## src/rtl/core/rlp_pkg.sv

```systemverilog
// ----------------------------------------------------------------------------
// rlp_pkg
// Shared constants, codes and types of the ramped linear panner.
// ----------------------------------------------------------------------------
package rlp_pkg;

  localparam int SAMPLE_BITS_DEF    = 24;
  localparam int GAIN_FRAC_BITS_DEF = 16;

  localparam int LEN_BITS     = 16;
  localparam int BAL_BITS     = 17;
  localparam int CFG_BITS     = 16;
  localparam int CFG_IDX_BITS = 1;

  localparam logic [CFG_BITS-1:0] DEFAULT_FADE_RST = 16'd882;
  localparam logic [CFG_BITS-1:0] MIN_FADE_RST     = 16'd220;

  localparam logic [CFG_IDX_BITS-1:0] CFG_DEFAULT_FADE = 1'd0;
  localparam logic [CFG_IDX_BITS-1:0] CFG_MIN_FADE     = 1'd1;

  typedef enum logic [1:0] {
    MODE_SAMPLE  = 2'd0,
    MODE_BAL     = 2'd1,
    MODE_BAL_LEN = 2'd2
  } mode_e;

  typedef struct packed {
    logic busy;
    logic done;
  } unit_sts_t;

endpackage

```

## src/rtl/core/rlp_in_if.sv

```systemverilog
// ----------------------------------------------------------------------------
// rlp_in_if
// Input item channel: mode, mono sample, balance and fade length.
// ----------------------------------------------------------------------------
interface rlp_in_if #(
  parameter int SAMPLE_BITS = rlp_pkg::SAMPLE_BITS_DEF
);
  import rlp_pkg::*;

  logic                          valid;
  logic                          ready;
  logic [1:0]                    mode;
  logic signed [SAMPLE_BITS-1:0] sample;
  logic [BAL_BITS-1:0]           balance;
  logic [LEN_BITS-1:0]           fade_length;

  modport source (output valid, output mode, output sample, output balance,
                  output fade_length, input ready);
  modport sink   (input valid, input mode, input sample, input balance,
                  input fade_length, output ready);
endinterface

```

## src/rtl/core/rlp_out_if.sv

```systemverilog
// ----------------------------------------------------------------------------
// rlp_out_if
// Result item channel: left and right scaled samples.
// ----------------------------------------------------------------------------
interface rlp_out_if #(
  parameter int SAMPLE_BITS = rlp_pkg::SAMPLE_BITS_DEF
);
  logic                          valid;
  logic                          ready;
  logic signed [SAMPLE_BITS-1:0] left_out;
  logic signed [SAMPLE_BITS-1:0] right_out;

  modport source (output valid, output left_out, output right_out, input ready);
  modport sink   (input valid, input left_out, input right_out, output ready);
endinterface

```

## src/rtl/core/rlp_mul.sv

```systemverilog
// ----------------------------------------------------------------------------
// rlp_mul
// Bit-serial shift-add multiplier: signed A times unsigned B, one bit of B
// per cycle, LSB first. The product holds until the next start.
// ----------------------------------------------------------------------------
module rlp_mul #(
  parameter int AW = 18,
  parameter int BW = 17
) (
  input  logic                    clk_i,
  input  logic                    rst_ni,
  input  logic                    start_i,
  input  logic signed [AW-1:0]    a_i,
  input  logic [BW-1:0]           b_i,
  output logic signed [AW+BW-1:0] p_o,
  output rlp_pkg::unit_sts_t      sts_o
);
  import rlp_pkg::*;

  localparam int CNTW = $clog2(BW + 1);

  logic [AW-1:0]   a_q;
  logic [AW:0]     acc_q;
  logic [BW-1:0]   lo_q;
  logic [CNTW-1:0] cnt_q;
  logic            done_q;
  logic [AW:0]     sum;

  assign sum = acc_q + (lo_q[0] ? {a_q[AW-1], a_q} : {(AW + 1){1'b0}});

  always_ff @(posedge clk_i or negedge rst_ni) begin
    if (!rst_ni) begin
      cnt_q  <= '0;
      done_q <= 1'b0;
    end else if (start_i) begin
      cnt_q  <= CNTW'(BW);
      done_q <= 1'b0;
    end else if (cnt_q != '0) begin
      cnt_q  <= cnt_q - 1'b1;
      done_q <= (cnt_q == CNTW'(1));
    end else begin
      done_q <= 1'b0;
    end
  end

  always_ff @(posedge clk_i) begin
    if (start_i) begin
      a_q   <= a_i;
      acc_q <= '0;
      lo_q  <= b_i;
    end else if (cnt_q != '0) begin
      acc_q <= {sum[AW], sum[AW:1]};
      lo_q  <= {sum[0], lo_q[BW-1:1]};
    end
  end

  assign p_o        = {acc_q[AW-1:0], lo_q};
  assign sts_o.busy = (cnt_q != '0);
  assign sts_o.done = done_q;

endmodule

```

## src/rtl/core/rlp_div.sv

```systemverilog
// ----------------------------------------------------------------------------
// rlp_div
// Restoring radix-2 divider: signed dividend by unsigned divisor, one
// quotient bit per cycle, quotient truncated toward zero.
// ----------------------------------------------------------------------------
module rlp_div #(
  parameter int NW = 33,
  parameter int QW = 18,
  parameter int LB = 16
) (
  input  logic               clk_i,
  input  logic               rst_ni,
  input  logic               start_i,
  input  logic [NW:0]        x_i,
  input  logic [LB-1:0]      d_i,
  output logic [QW-1:0]      q_o,
  output rlp_pkg::unit_sts_t sts_o
);
  import rlp_pkg::*;

  localparam int CNTW = $clog2(NW + 1);

  logic            neg_q;
  logic [NW-1:0]   quo_q;
  logic [LB-1:0]   rem_q;
  logic [LB-1:0]   d_q;
  logic [CNTW-1:0] cnt_q;
  logic            done_q;

  logic [NW:0]     mag;
  logic [LB:0]     shifted;
  logic [LB:0]     trial;
  logic            ge;
  logic [NW-1:0]   qs;

  assign mag     = x_i[NW] ? (~x_i + 1'b1) : x_i;
  assign shifted = {rem_q, quo_q[NW-1]};
  assign trial   = shifted - {1'b0, d_q};
  assign ge      = (shifted >= {1'b0, d_q});
  assign qs      = neg_q ? (~quo_q + 1'b1) : quo_q;

  always_ff @(posedge clk_i or negedge rst_ni) begin
    if (!rst_ni) begin
      cnt_q  <= '0;
      done_q <= 1'b0;
    end else if (start_i) begin
      cnt_q  <= CNTW'(NW);
      done_q <= 1'b0;
    end else if (cnt_q != '0) begin
      cnt_q  <= cnt_q - 1'b1;
      done_q <= (cnt_q == CNTW'(1));
    end else begin
      done_q <= 1'b0;
    end
  end

  always_ff @(posedge clk_i) begin
    if (start_i) begin
      neg_q <= x_i[NW];
      quo_q <= mag[NW-1:0];
      rem_q <= '0;
      d_q   <= d_i;
    end else if (cnt_q != '0) begin
      rem_q <= ge ? trial[LB-1:0] : shifted[LB-1:0];
      quo_q <= {quo_q[NW-2:0], ge};
    end
  end

  assign q_o        = qs[QW-1:0];
  assign sts_o.busy = (cnt_q != '0);
  assign sts_o.done = done_q;

endmodule

```

## src/rtl/core/ramped_linear_panner.sv

```systemverilog
// ----------------------------------------------------------------------------
// ramped_linear_panner
// Pans a mono sample stream into left and right with linearly ramped gains.
// Gains are unsigned Q1.GAIN_FRAC_BITS and reset to one half. A balance item
// (mode 1, or mode 2 with a fade length that is taken only while no ramp
// runs and is raised to the minimum) is taken in the idle state and starts
// ramps from the present gains toward the clipped balance (right) and one
// minus it (left). A sample item while a ramp runs computes each gain as
// start + (target - start) * elapsed / length in a bit-serial multiplier
// and a radix-2 divider per side, then scales the sample in the same
// multiplier. A sample item with no ramp step, or on the last ramp sample,
// only scales. The input is ready only in the idle state, so one item is
// in flight at a time. The result register lets the next item in while a
// result still waits to be taken.
// ----------------------------------------------------------------------------
module ramped_linear_panner #(
  parameter int SAMPLE_BITS    = rlp_pkg::SAMPLE_BITS_DEF,
  parameter int GAIN_FRAC_BITS = rlp_pkg::GAIN_FRAC_BITS_DEF
) (
  input  logic                              clk_i,
  input  logic                              rst_ni,
  rlp_in_if.sink                            in_if,
  rlp_out_if.source                         out_if,
  input  logic                              cfg_we_i,
  input  logic [rlp_pkg::CFG_IDX_BITS-1:0]  cfg_idx_i,
  input  logic [rlp_pkg::CFG_BITS-1:0]      cfg_data_i
);
  import rlp_pkg::*;

  localparam int GW  = GAIN_FRAC_BITS + 1;
  localparam int DFW = GW + 1;
  localparam int AW  = (DFW > SAMPLE_BITS) ? DFW : SAMPLE_BITS;
  localparam int BW  = (LEN_BITS > GW) ? LEN_BITS : GW;
  localparam int PW  = AW + BW;
  localparam int NW  = GW + LEN_BITS;
  localparam int CW  = (BAL_BITS > GW) ? BAL_BITS : GW;

  localparam int LEFT  = 0;
  localparam int RIGHT = 1;

  localparam logic [GW-1:0] GainOne  = {1'b1, {GAIN_FRAC_BITS{1'b0}}};
  localparam logic [GW-1:0] GainHalf = {2'b01, {(GAIN_FRAC_BITS - 1){1'b0}}};

  typedef enum logic [2:0] {
    ST_IDLE,
    ST_INT_MUL,
    ST_INT_DIV,
    ST_SC_GO,
    ST_SC_MUL,
    ST_WR
  } state_e;

  state_e                  state_q;
  logic [CFG_BITS-1:0]     def_fade_q;
  logic [CFG_BITS-1:0]     min_fade_q;
  logic [GW-1:0]           gain_q   [2];
  logic [GW-1:0]           start_q  [2];
  logic [GW-1:0]           target_q [2];
  logic [LEN_BITS-1:0]     rem_q;
  logic [LEN_BITS-1:0]     len_q;
  logic                    out_vld_q;
  logic signed [SAMPLE_BITS-1:0] sample_q;
  logic signed [SAMPLE_BITS-1:0] left_q;
  logic signed [SAMPLE_BITS-1:0] right_q;

  logic                    in_acc;
  logic                    wr_fire;
  logic                    out_vld_d;
  logic [CW-1:0]           bal_ext;
  logic [GW-1:0]           bal_clip;
  logic [GW-1:0]           tgt_new  [2];
  logic [LEN_BITS-1:0]     req_len;
  logic [LEN_BITS-1:0]     len_new;
  logic [LEN_BITS-1:0]     elapsed;
  logic                    mul_start;
  logic                    div_start;

  logic signed [DFW-1:0]   diff     [2];
  logic signed [AW-1:0]    mul_a    [2];
  logic [BW-1:0]           mul_b    [2];
  logic signed [PW-1:0]    mul_p    [2];
  logic [DFW-1:0]          div_q    [2];
  logic [DFW-1:0]          gain_sum [2];
  logic [GW-1:0]           gain_int [2];
  logic [SAMPLE_BITS-1:0]  scaled   [2];
  unit_sts_t               mul_sts  [2];
  unit_sts_t               div_sts  [2];

  assign in_if.ready = (state_q == ST_IDLE);
  assign in_acc      = in_if.valid && (state_q == ST_IDLE);
  assign wr_fire     = (state_q == ST_WR) && (!out_vld_q || out_if.ready);
  assign out_vld_d   = wr_fire || (out_vld_q && !out_if.ready);

  assign bal_ext  = CW'(in_if.balance);
  assign bal_clip = (bal_ext > CW'(GainOne)) ? GainOne : bal_ext[GW-1:0];
  assign tgt_new[RIGHT] = bal_clip;
  assign tgt_new[LEFT]  = GainOne - bal_clip;

  assign req_len = (in_if.fade_length < min_fade_q) ? min_fade_q : in_if.fade_length;
  assign len_new = ((mode_e'(in_if.mode) == MODE_BAL_LEN) && (rem_q == '0)) ? req_len : len_q;
  assign elapsed = (len_q > rem_q) ? (len_q - rem_q) : '0;

  assign mul_start = (in_acc && (mode_e'(in_if.mode) == MODE_SAMPLE) &&
                      (rem_q > LEN_BITS'(1))) || (state_q == ST_SC_GO);
  assign div_start = (state_q == ST_INT_MUL) && mul_sts[LEFT].done;

  for (genvar i = 0; i < 2; i++) begin : g_lane
    assign diff[i]  = {1'b0, target_q[i]} - {1'b0, start_q[i]};
    assign mul_a[i] = (state_q == ST_SC_GO) ? AW'(sample_q) : AW'(diff[i]);
    assign mul_b[i] = (state_q == ST_SC_GO) ? BW'(gain_q[i]) : BW'(elapsed);

    rlp_mul #(
      .AW (AW),
      .BW (BW)
    ) u_mul (
      .clk_i   (clk_i),
      .rst_ni  (rst_ni),
      .start_i (mul_start),
      .a_i     (mul_a[i]),
      .b_i     (mul_b[i]),
      .p_o     (mul_p[i]),
      .sts_o   (mul_sts[i])
    );

    rlp_div #(
      .NW (NW),
      .QW (DFW),
      .LB (LEN_BITS)
    ) u_div (
      .clk_i   (clk_i),
      .rst_ni  (rst_ni),
      .start_i (div_start),
      .x_i     (mul_p[i][NW:0]),
      .d_i     (len_q),
      .q_o     (div_q[i]),
      .sts_o   (div_sts[i])
    );

    assign gain_sum[i] = {1'b0, start_q[i]} + div_q[i];
    assign gain_int[i] = gain_sum[i][GW-1:0];
    assign scaled[i]   = mul_p[i][GAIN_FRAC_BITS +: SAMPLE_BITS];
  end

  always_ff @(posedge clk_i or negedge rst_ni) begin
    if (!rst_ni) begin
      def_fade_q <= DEFAULT_FADE_RST;
      min_fade_q <= MIN_FADE_RST;
    end else if (cfg_we_i) begin
      case (cfg_idx_i)
        CFG_DEFAULT_FADE: def_fade_q <= cfg_data_i;
        CFG_MIN_FADE:     min_fade_q <= cfg_data_i;
        default: ;
      endcase
    end
  end

  always_ff @(posedge clk_i or negedge rst_ni) begin
    if (!rst_ni) begin
      state_q   <= ST_IDLE;
      out_vld_q <= 1'b0;
      rem_q     <= '0;
      len_q     <= DEFAULT_FADE_RST;
      for (int i = 0; i < 2; i++) begin
        gain_q[i]   <= GainHalf;
        start_q[i]  <= '0;
        target_q[i] <= '0;
      end
    end else begin
      out_vld_q <= out_vld_d;
      case (state_q)
        ST_IDLE: begin
          if (in_acc) begin
            case (mode_e'(in_if.mode))
              MODE_BAL, MODE_BAL_LEN: begin
                len_q <= len_new;
                rem_q <= len_new;
                for (int i = 0; i < 2; i++) begin
                  start_q[i]  <= gain_q[i];
                  target_q[i] <= tgt_new[i];
                  if (len_new == '0) begin
                    gain_q[i] <= tgt_new[i];
                  end
                end
              end
              MODE_SAMPLE: begin
                if (rem_q > LEN_BITS'(1)) begin
                  state_q <= ST_INT_MUL;
                end else begin
                  if (rem_q == LEN_BITS'(1)) begin
                    rem_q <= '0;
                    for (int i = 0; i < 2; i++) begin
                      gain_q[i] <= target_q[i];
                    end
                  end
                  state_q <= ST_SC_GO;
                end
              end
              default: ;
            endcase
          end
        end
        ST_INT_MUL: begin
          if (mul_sts[LEFT].done) begin
            state_q <= ST_INT_DIV;
          end
        end
        ST_INT_DIV: begin
          if (div_sts[LEFT].done) begin
            rem_q <= rem_q - 1'b1;
            for (int i = 0; i < 2; i++) begin
              gain_q[i] <= gain_int[i];
            end
            state_q <= ST_SC_GO;
          end
        end
        ST_SC_GO: begin
          state_q <= ST_SC_MUL;
        end
        ST_SC_MUL: begin
          if (mul_sts[LEFT].done) begin
            state_q <= ST_WR;
          end
        end
        ST_WR: begin
          if (wr_fire) begin
            if (rem_q == '0) begin
              len_q <= def_fade_q;
            end
            state_q <= ST_IDLE;
          end
        end
        default: begin
          state_q <= ST_IDLE;
        end
      endcase
    end
  end

  always_ff @(posedge clk_i) begin
    if (in_acc) begin
      sample_q <= in_if.sample;
    end
    if (wr_fire) begin
      left_q  <= scaled[LEFT];
      right_q <= scaled[RIGHT];
    end
  end

  assign out_if.valid     = out_vld_q;
  assign out_if.left_out  = left_q;
  assign out_if.right_out = right_q;

`ifndef SYNTHESIS
  a_lanes_lockstep: assert property (@(posedge clk_i) disable iff (!rst_ni)
    (mul_sts[LEFT] == mul_sts[RIGHT]) && (div_sts[LEFT] == div_sts[RIGHT]))
    else $error("left and right units out of step");

  a_result_from_wr: assert property (@(posedge clk_i) disable iff (!rst_ni)
    $rose(out_vld_q) |-> $past(state_q == ST_WR))
    else $error("result raised outside the write state");

  a_rem_le_len: assert property (@(posedge clk_i) disable iff (!rst_ni)
    rem_q <= len_q)
    else $error("ramp remaining exceeds ramp length");

  a_gain_le_one: assert property (@(posedge clk_i) disable iff (!rst_ni)
    (gain_q[LEFT] <= GainOne) && (gain_q[RIGHT] <= GainOne))
    else $error("gain above one");

  a_idle_units_quiet: assert property (@(posedge clk_i) disable iff (!rst_ni)
    (state_q == ST_IDLE) |-> (!mul_sts[LEFT].busy && !div_sts[LEFT].busy))
    else $error("arithmetic unit busy while idle");
`endif

endmodule

```

## src/flat_wrapper.sv

```systemverilog
// flat-port wrapper written by rule: the top's interface ports become plain ports
module ramped_linear_panner_flat import rlp_pkg::*;
#(
  parameter int SAMPLE_BITS    = rlp_pkg::SAMPLE_BITS_DEF,
  parameter int GAIN_FRAC_BITS = rlp_pkg::GAIN_FRAC_BITS_DEF
)
  (clk_i, rst_ni, cfg_we_i, cfg_idx_i, cfg_data_i, in_if_valid, in_if_mode, in_if_sample, in_if_balance, in_if_fade_length, in_if_ready, out_if_valid, out_if_left_out, out_if_right_out, out_if_ready);
  rlp_in_if #(.SAMPLE_BITS(SAMPLE_BITS)) in_if_i ();
  rlp_out_if #(.SAMPLE_BITS(SAMPLE_BITS)) out_if_i ();
  input  logic clk_i;
  input  logic rst_ni;
  input  logic cfg_we_i;
  input  logic [rlp_pkg::CFG_IDX_BITS-1:0] cfg_idx_i;
  input  logic [rlp_pkg::CFG_BITS-1:0] cfg_data_i;
  input wire logic [$bits(in_if_i.valid)-1:0] in_if_valid;
  input wire logic [$bits(in_if_i.mode)-1:0] in_if_mode;
  input wire logic [$bits(in_if_i.sample)-1:0] in_if_sample;
  input wire logic [$bits(in_if_i.balance)-1:0] in_if_balance;
  input wire logic [$bits(in_if_i.fade_length)-1:0] in_if_fade_length;
  output wire logic [$bits(in_if_i.ready)-1:0] in_if_ready;
  output wire logic [$bits(out_if_i.valid)-1:0] out_if_valid;
  output wire logic [$bits(out_if_i.left_out)-1:0] out_if_left_out;
  output wire logic [$bits(out_if_i.right_out)-1:0] out_if_right_out;
  input wire logic [$bits(out_if_i.ready)-1:0] out_if_ready;
  assign in_if_i.valid = in_if_valid;
  assign in_if_i.mode = in_if_mode;
  assign in_if_i.sample = in_if_sample;
  assign in_if_i.balance = in_if_balance;
  assign in_if_i.fade_length = in_if_fade_length;
  assign in_if_ready = in_if_i.ready;
  assign out_if_valid = out_if_i.valid;
  assign out_if_left_out = out_if_i.left_out;
  assign out_if_right_out = out_if_i.right_out;
  assign out_if_i.ready = out_if_ready;
  ramped_linear_panner #(.SAMPLE_BITS(SAMPLE_BITS), .GAIN_FRAC_BITS(GAIN_FRAC_BITS)) u_core (.clk_i(clk_i), .rst_ni(rst_ni), .in_if(in_if_i), .out_if(out_if_i), .cfg_we_i(cfg_we_i), .cfg_idx_i(cfg_idx_i), .cfg_data_i(cfg_data_i));
endmodule
```

## config.mk

```make
export PLATFORM = sky130hd
export DESIGN_NAME = ramped_linear_panner_flat
export DESIGN_NICKNAME = d
export VERILOG_FILES = /design/src/rtl/core/rlp_pkg.sv /design/src/rtl/core/rlp_in_if.sv /design/src/rtl/core/rlp_out_if.sv /design/src/rtl/core/rlp_mul.sv /design/src/rtl/core/rlp_div.sv /design/src/rtl/core/ramped_linear_panner.sv /design/src/flat_wrapper.sv
export SDC_FILE = /design/constraint.sdc
export NUM_CORES = 1
export LEC_CHECK = 0
export BUFFER_PORTS_ARGS = -buffer_cell sky130_fd_sc_hd__buf_2
export CORE_MARGIN = 2
export CORE_UTILIZATION = 62
export DETAILED_ROUTE_END_ITERATION = 16
export GPL_ROUTABILITY_DRIVEN = 0
export PLACE_DENSITY_LB_ADDON = 0.08
export SYNTH_ARGS = -nofsm -noshare
export SYNTH_HDL_FRONTEND = slang
export SYNTH_HIERARCHICAL = 1
export SYNTH_SLANG_ARGS = --single-unit
export TNS_END_PERCENT = 100
```

## constraint.sdc

```tcl
create_clock -name clk_i -period 15.4 [get_ports clk_i]
set_clock_uncertainty 0.1 [all_clocks]
set_input_delay 1.54 -clock clk_i [delete_from_list [all_inputs] [get_ports clk_i]]
set_output_delay 1.54 -clock clk_i [all_outputs]
set_load 0.005 [all_outputs]
```

Word-level counts from Yosys, hierarchy flattened

Cells that the tools add are included.
W data, S select, Z words.

Input port bits: 81
Flip-flop bits (word level): 512

Reduce and logical (&&, ||, !) cells: 34
$lt $le $gt $ge: 6
Muxes and demuxes: 63
Equality and inequality tests: 22
Add/sub/neg operators: 19
Bitwise logic cells: 5

Operator list:

| operator                 | count |
|---|---|
| $mux W16                 | 13 |
| $mux W33                 | 6 |
| $mux W17                 | 11 |
| $mux W34                 | 4 |
| $pmux W34 S2             | 2 |
| $pmux W16 S2             | 3 |
| $add A33 B1 Y33 const B  | 2 |
| $not A33 Y33             | 2 |
| $add A25 B25 Y25         | 2 |
| $mux W25                 | 2 |
| $mux W24                 | 2 |
| $sub A16 B16 Y16         | 3 |
| $sub A17 B17 Y18         | 2 |
| $add A17 B1 Y17 const B  | 2 |
| $add A17 B17 Y17         | 2 |
| $ge A17 B16 Y1           | 2 |
| $not A17 Y17             | 2 |
| $logic_not A16 Y1        | 2 |
| $mux W6                  | 4 |
| $mux W5                  | 4 |
| $mux W3                  | 6 |
| $pmux W3 S6              | 1 |
| $gt A17 B17 Y1 const B   | 1 |
| $sub A17 B17 Y17 const A | 1 |
| other kinds (36)         | 68 |

Depth between registers and ports, before layout

Word-level depth: 8
Gate-level depth with buffers: 16

By module

The synthesis kept the hierarchy.

By module, submodules not included:

| module                           | cells each | sequential area each (sq um) | area each (sq um) | instances |
|---|---|---|---|---|
| ramped_linear_panner             | 1,602      | 6,414.9                      | 15,610.0          | 1 |
| rlp_div                          | 519        | 1,996.9                      | 4,699.5           | 2 |
| rlp_mul (u_core.g_lane[0].u_mul) | 385        | 1,861.8                      | 3,985.1           | 1 |
| rlp_mul (u_core.g_lane[1].u_mul) | 383        | 1,861.8                      | 3,968.8           | 1 |

Worst setup path after synthesis

OpenSTA, ideal clock, no wires.

Path type: input port to flip-flop
Start: in in_if_valid
End: reg u_core.g_lane[0].u_mul.lo_q[0] (data pin)
Data required time: 15.040 ns
Data arrival time: 7.150 ns
Stages: 7
Path buffers: 3
Setup time: 0.260 ns
Path slack: 7.890 ns
Cells stage by stage: and2_0 -> clkbuf_1 -> nand2_1 -> o21ai_0 -> clkbuf_1 -> buf_1 -> mux2_2

Longest elaborated chain between the ends: 5

RTL lines:

| item                             | RTL line                    | RTL |
|---|---|---|
| start, declared                  | flat_wrapper.sv:15          | `input wire logic [$bits(in_if_i.valid)-1:0] in_if_valid;` |
| $logic_and A1 B1 Y1              | ramped_linear_panner.sv:90  | `assign in_acc = in_if.valid && (state_q == ST_IDLE);` |
| via u_core.in_acc                | ramped_linear_panner.sv:66  | `logic in_acc;` |
| $logic_and A1 B1 Y1 (2 in a row) | ramped_linear_panner.sv:103 | `assign mul_start = (in_acc && (mode_e'(in_if.mode) == MODE_SAMPLE) &&` |
| $logic_or A1 B1 Y1               | ramped_linear_panner.sv:104 | `(rem_q > LEN_BITS'(1))) \|\| (state_q == ST_SC_GO);` |
| via u_core.mul_start             | ramped_linear_panner.sv:75  | `logic mul_start;` |
| $mux W17                         | rlp_mul.sv:47               | `if (start_i) begin` |
| end signal, assigned             | rlp_mul.sv:50               | `lo_q <= b_i;` |
| end signal, assigned             | rlp_mul.sv:53               | `lo_q <= {sum[0], lo_q[BW-1:1]};` |
| end, declared                    | rlp_mul.sv:24               | `logic [BW-1:0] lo_q;` |

The timed path passes the listed nets, and every way through them passes these cells.
A chain may end at the register's enable or synchronous reset.

Final worst setup path

Start: in in_if_fade_length[15]
End: reg u_core/gain_q[27] (netlist bit)

Longest elaborated chain between the ends: 6

RTL lines:

| item                                 | RTL line                    | RTL |
|---|---|---|
| start, declared                      | flat_wrapper.sv:19          | `input wire logic [$bits(in_if_i.fade_length)-1:0] in_if_fade_length;` |
| $lt A16 B16 Y1                       | ramped_linear_panner.sv:99  | `assign req_len = (in_if.fade_length < min_fade_q) ? min_fade_q : in_if.fade_length;` |
| $mux W16 *                           | ramped_linear_panner.sv:99  |  |
| $mux W16 *                           | ramped_linear_panner.sv:100 | `assign len_new = ((mode_e'(in_if.mode) == MODE_BAL_LEN) && (rem_q == '0)) ? req_len : len_q;` |
| $logic_not A16 Y1 *                  | ramped_linear_panner.sv:180 | `if (len_new == '0) begin` |
| $ne A3 B2 Y1 (no source line) *      | --                          |  |
| $reduce_and A7 Y1 (no source line) * | --                          |  |
| end signal, assigned by index        | ramped_linear_panner.sv:181 | `gain_q[i] <= tgt_new[i];` |
| end signal, assigned by index        | ramped_linear_panner.sv:192 | `gain_q[i] <= target_q[i];` |
| end signal, assigned by index        | ramped_linear_panner.sv:211 | `gain_q[i] <= gain_int[i];` |
| end, declared                        | ramped_linear_panner.sv:56  | `logic [GW-1:0] gain_q [2];` |

Mark *: on every way between the ends. The rest lies on a longest branch, timed or not.

==> out/qor.csv <==
metric,value,unit
worst-path cell with the longest stage delay,nand2_1,
GRT Total Usage,0.3228,
vias in the first global route,25380,
RSZ-0062 raised after global routing,false,
Post-Syn Nets,3680,
Starting Density,0.6258,
drt wl/cell,20.96,um
Hold Crit Depth,2,
hold buffers post-CTS,0,
Setup-failing EPs final,0,
worst hold path class,reg -> reg,
global-route wire length before repair,139.0,mm
largest net degree at the start of global routing,93,
outcome,finished clean,
Max Clock Freq,0.1916,GHz
final cell area excluding filler cells,36070,um^2
CP max FO,34,
layout cells sized above 1,0.1369,
setup bufs post-CTS,0,
"Core Util, Final",0.6877,
"Remaining Overflow, GRT",0,
Syn Inst Count,3396,
TNS Setup,0,ps
WP data arrival,5630,ps
final wirelength,88.21,mm
clock root cell,clkbuf_16,
CP Buf/Inv Count,2,
Crit path max-delay family,compound AO/OA/AOI/OAI gates,
CTS sink count,527,
CTS tree,done,
fin. max-slew vios,0,
H-tree depth,2,
Place WS,9689,ps
CP Data Required Time,15810,ps
1st-pass router iterations,6,
P per Cell Area,243.2,nW/um^2
Rel. slew slack,0.1746,
HPWL after DPL,63.97,mm
fin crit share,0.3389,
vias per cell,6.266,
Final #Nets,3748,
First DRT Iteration DRCs,2452,
Antenna Nets Post-Route,0,
CTS Buffer Depth,3,
Placed Instance Area,33990,um^2
Worst-Margin Slew,1238,ps
initial antenna violation count,13,
Worst path depth,13,
area of the die,54800,um^2
Tot Pwr,8.773,mW
syn avg cell area,9.665,um^2
max_cap viols,0,
Hold Crit Start,u_core/g_lane[1].u_mul/acc_q[21]$_SDFFE_PP0P_,
via count,26370,
crit start category,primary input,
DRC,0,
CP endpoint kind,flip-flop,
Static Leak,15.46,nW
R2R depth,9,
Core Region,52450,um^2
CTS buffer count,57,
clk slew on worst S/H paths,60,ps
worst-skew pair later-pin latency,640,ps
Crit Reg-Reg Startpoint,u_core/state_q[1]$_DFFE_PN0P_,
flop-to-flop setup slack,10530,ps
"Largest stage delay, worst path",750,ps
die width,234.1,um
peak supply drop,0.1406,mV
critical path type,in -> reg,
"leading cell type in the layout, fill and taps excluded",nand2_1,
critical path's most frequent cell,o21ai_0,
most frequent cells in the layout,"nand2_1 (354), a21oi_1 (267), o21ai_0 (255), edfxtp_1 (254), nor2_1 (228)",
final worst slack,10180,ps
Period minus WS final,5219,ps
Fin. Hold Viols,0,
crit-path cells,buf_2 > ha_1 > a21oi_1 > o21ai_0 > a2111oi_0 > o21ai_1 > nand2_1 > mux2i_1 > o21ai_0 > nor3_1 > a31oi_4 > buf_4 > mux2_2,
R2R Path End,u_core/g_lane[0].u_mul/lo_q[1]$_DFFE_PP_,
# port buffers,130,
Post-Syn Area,32820,um^2
Die Y,234.1,um
I/O Pins,131,
Syn. warnings,6,
P&R area growth vs syn,9.881,%
cts repair resizes,0,
num rows,84,
hold endpoint,u_core/g_lane[1].u_mul/acc_q[21]$_SDFFE_PP0P_,
-- registers in the layout, indices dropped and copies added, names as in the netlist, 24 cells and up --
name,cells
u_core/g_lane.u_div/d_q,32
u_core/target_q,33
u_core/g_lane.u_div/rem_q,32
u_core/sample_q,24
u_core/g_lane.u_mul/a_q,48
u_core/g_lane.u_div/quo_q,66
u_core/g_lane.u_mul/lo_q,34
u_core/out_if.left_out,24
u_core/out_if.right_out,24
u_core/gain_q,34
u_core/g_lane.u_mul/acc_q,48
u_core/start_q,34
-- area by class of cell --
class                      count  area (um^2)
clock buffer                  81         1767
inverter                     169        634.4
clock inverter                27        289.0
fill                        4035        16380
multi-input combinational   2553        17560
timing repair buffer         156        854.6
antenna                        8        20.02
sequential                   527        14080
tap                          688        860.8
-- how the worst max path moves through the flow --
stage                               start                                       end
floorplan                     in_if_valid  u_core/g_lane[0].u_mul/lo_q[0]$_DFFE_PP_
global placement    in_if_fade_length[15]             u_core/gain_q[28]$_DFFE_PN0P_
detailed placement  in_if_fade_length[15]             u_core/gain_q[29]$_DFFE_PN0P_
CTS                 in_if_fade_length[15]             u_core/gain_q[28]$_DFFE_PN0P_
global route        in_if_fade_length[15]             u_core/gain_q[29]$_DFFE_PN0P_
finish              in_if_fade_length[15]             u_core/gain_q[27]$_DFFE_PN0P_
-- metal layers --
layer  up-vias  share of wire  global-route usage
li1      12450              -                   -
met1     12700           0.43              0.4487
met2      1023           0.45              0.5073
met3       199          0.076             0.04973
met4         8          0.039              0.1313
met5         -        0.00048                   0
-- through the flow --
| step | instances | hold WS [ps] |
|---|---|---|
| 2_1_floorplan | 3396 | 331.8 |
| 3_3_place_gp | 4093 | 345.1 |
| 5_1_grt | 4205 | 373.8 |
| 3_5_place_dp | 4093 | 354.1 |
| 4_1_cts | 4201 | 368.0 |
| 6_report | 4209 | 368.9 |
-- worst min-delay path, stage by stage, from the launching register on --
cell	delay, ps
dfxtp_1	320
nand2_1	50
o21ai_1	50
-- report_power, final --
group	switching (mW)	internal [mW]	total (mW)
Clock	0.595	0.885	1.48
Sequential	0.538	2.19	2.73
Combinational	2.71	1.85	4.56
Total	3.84	4.93	8.77
Power figures use the tool's default switching activity.
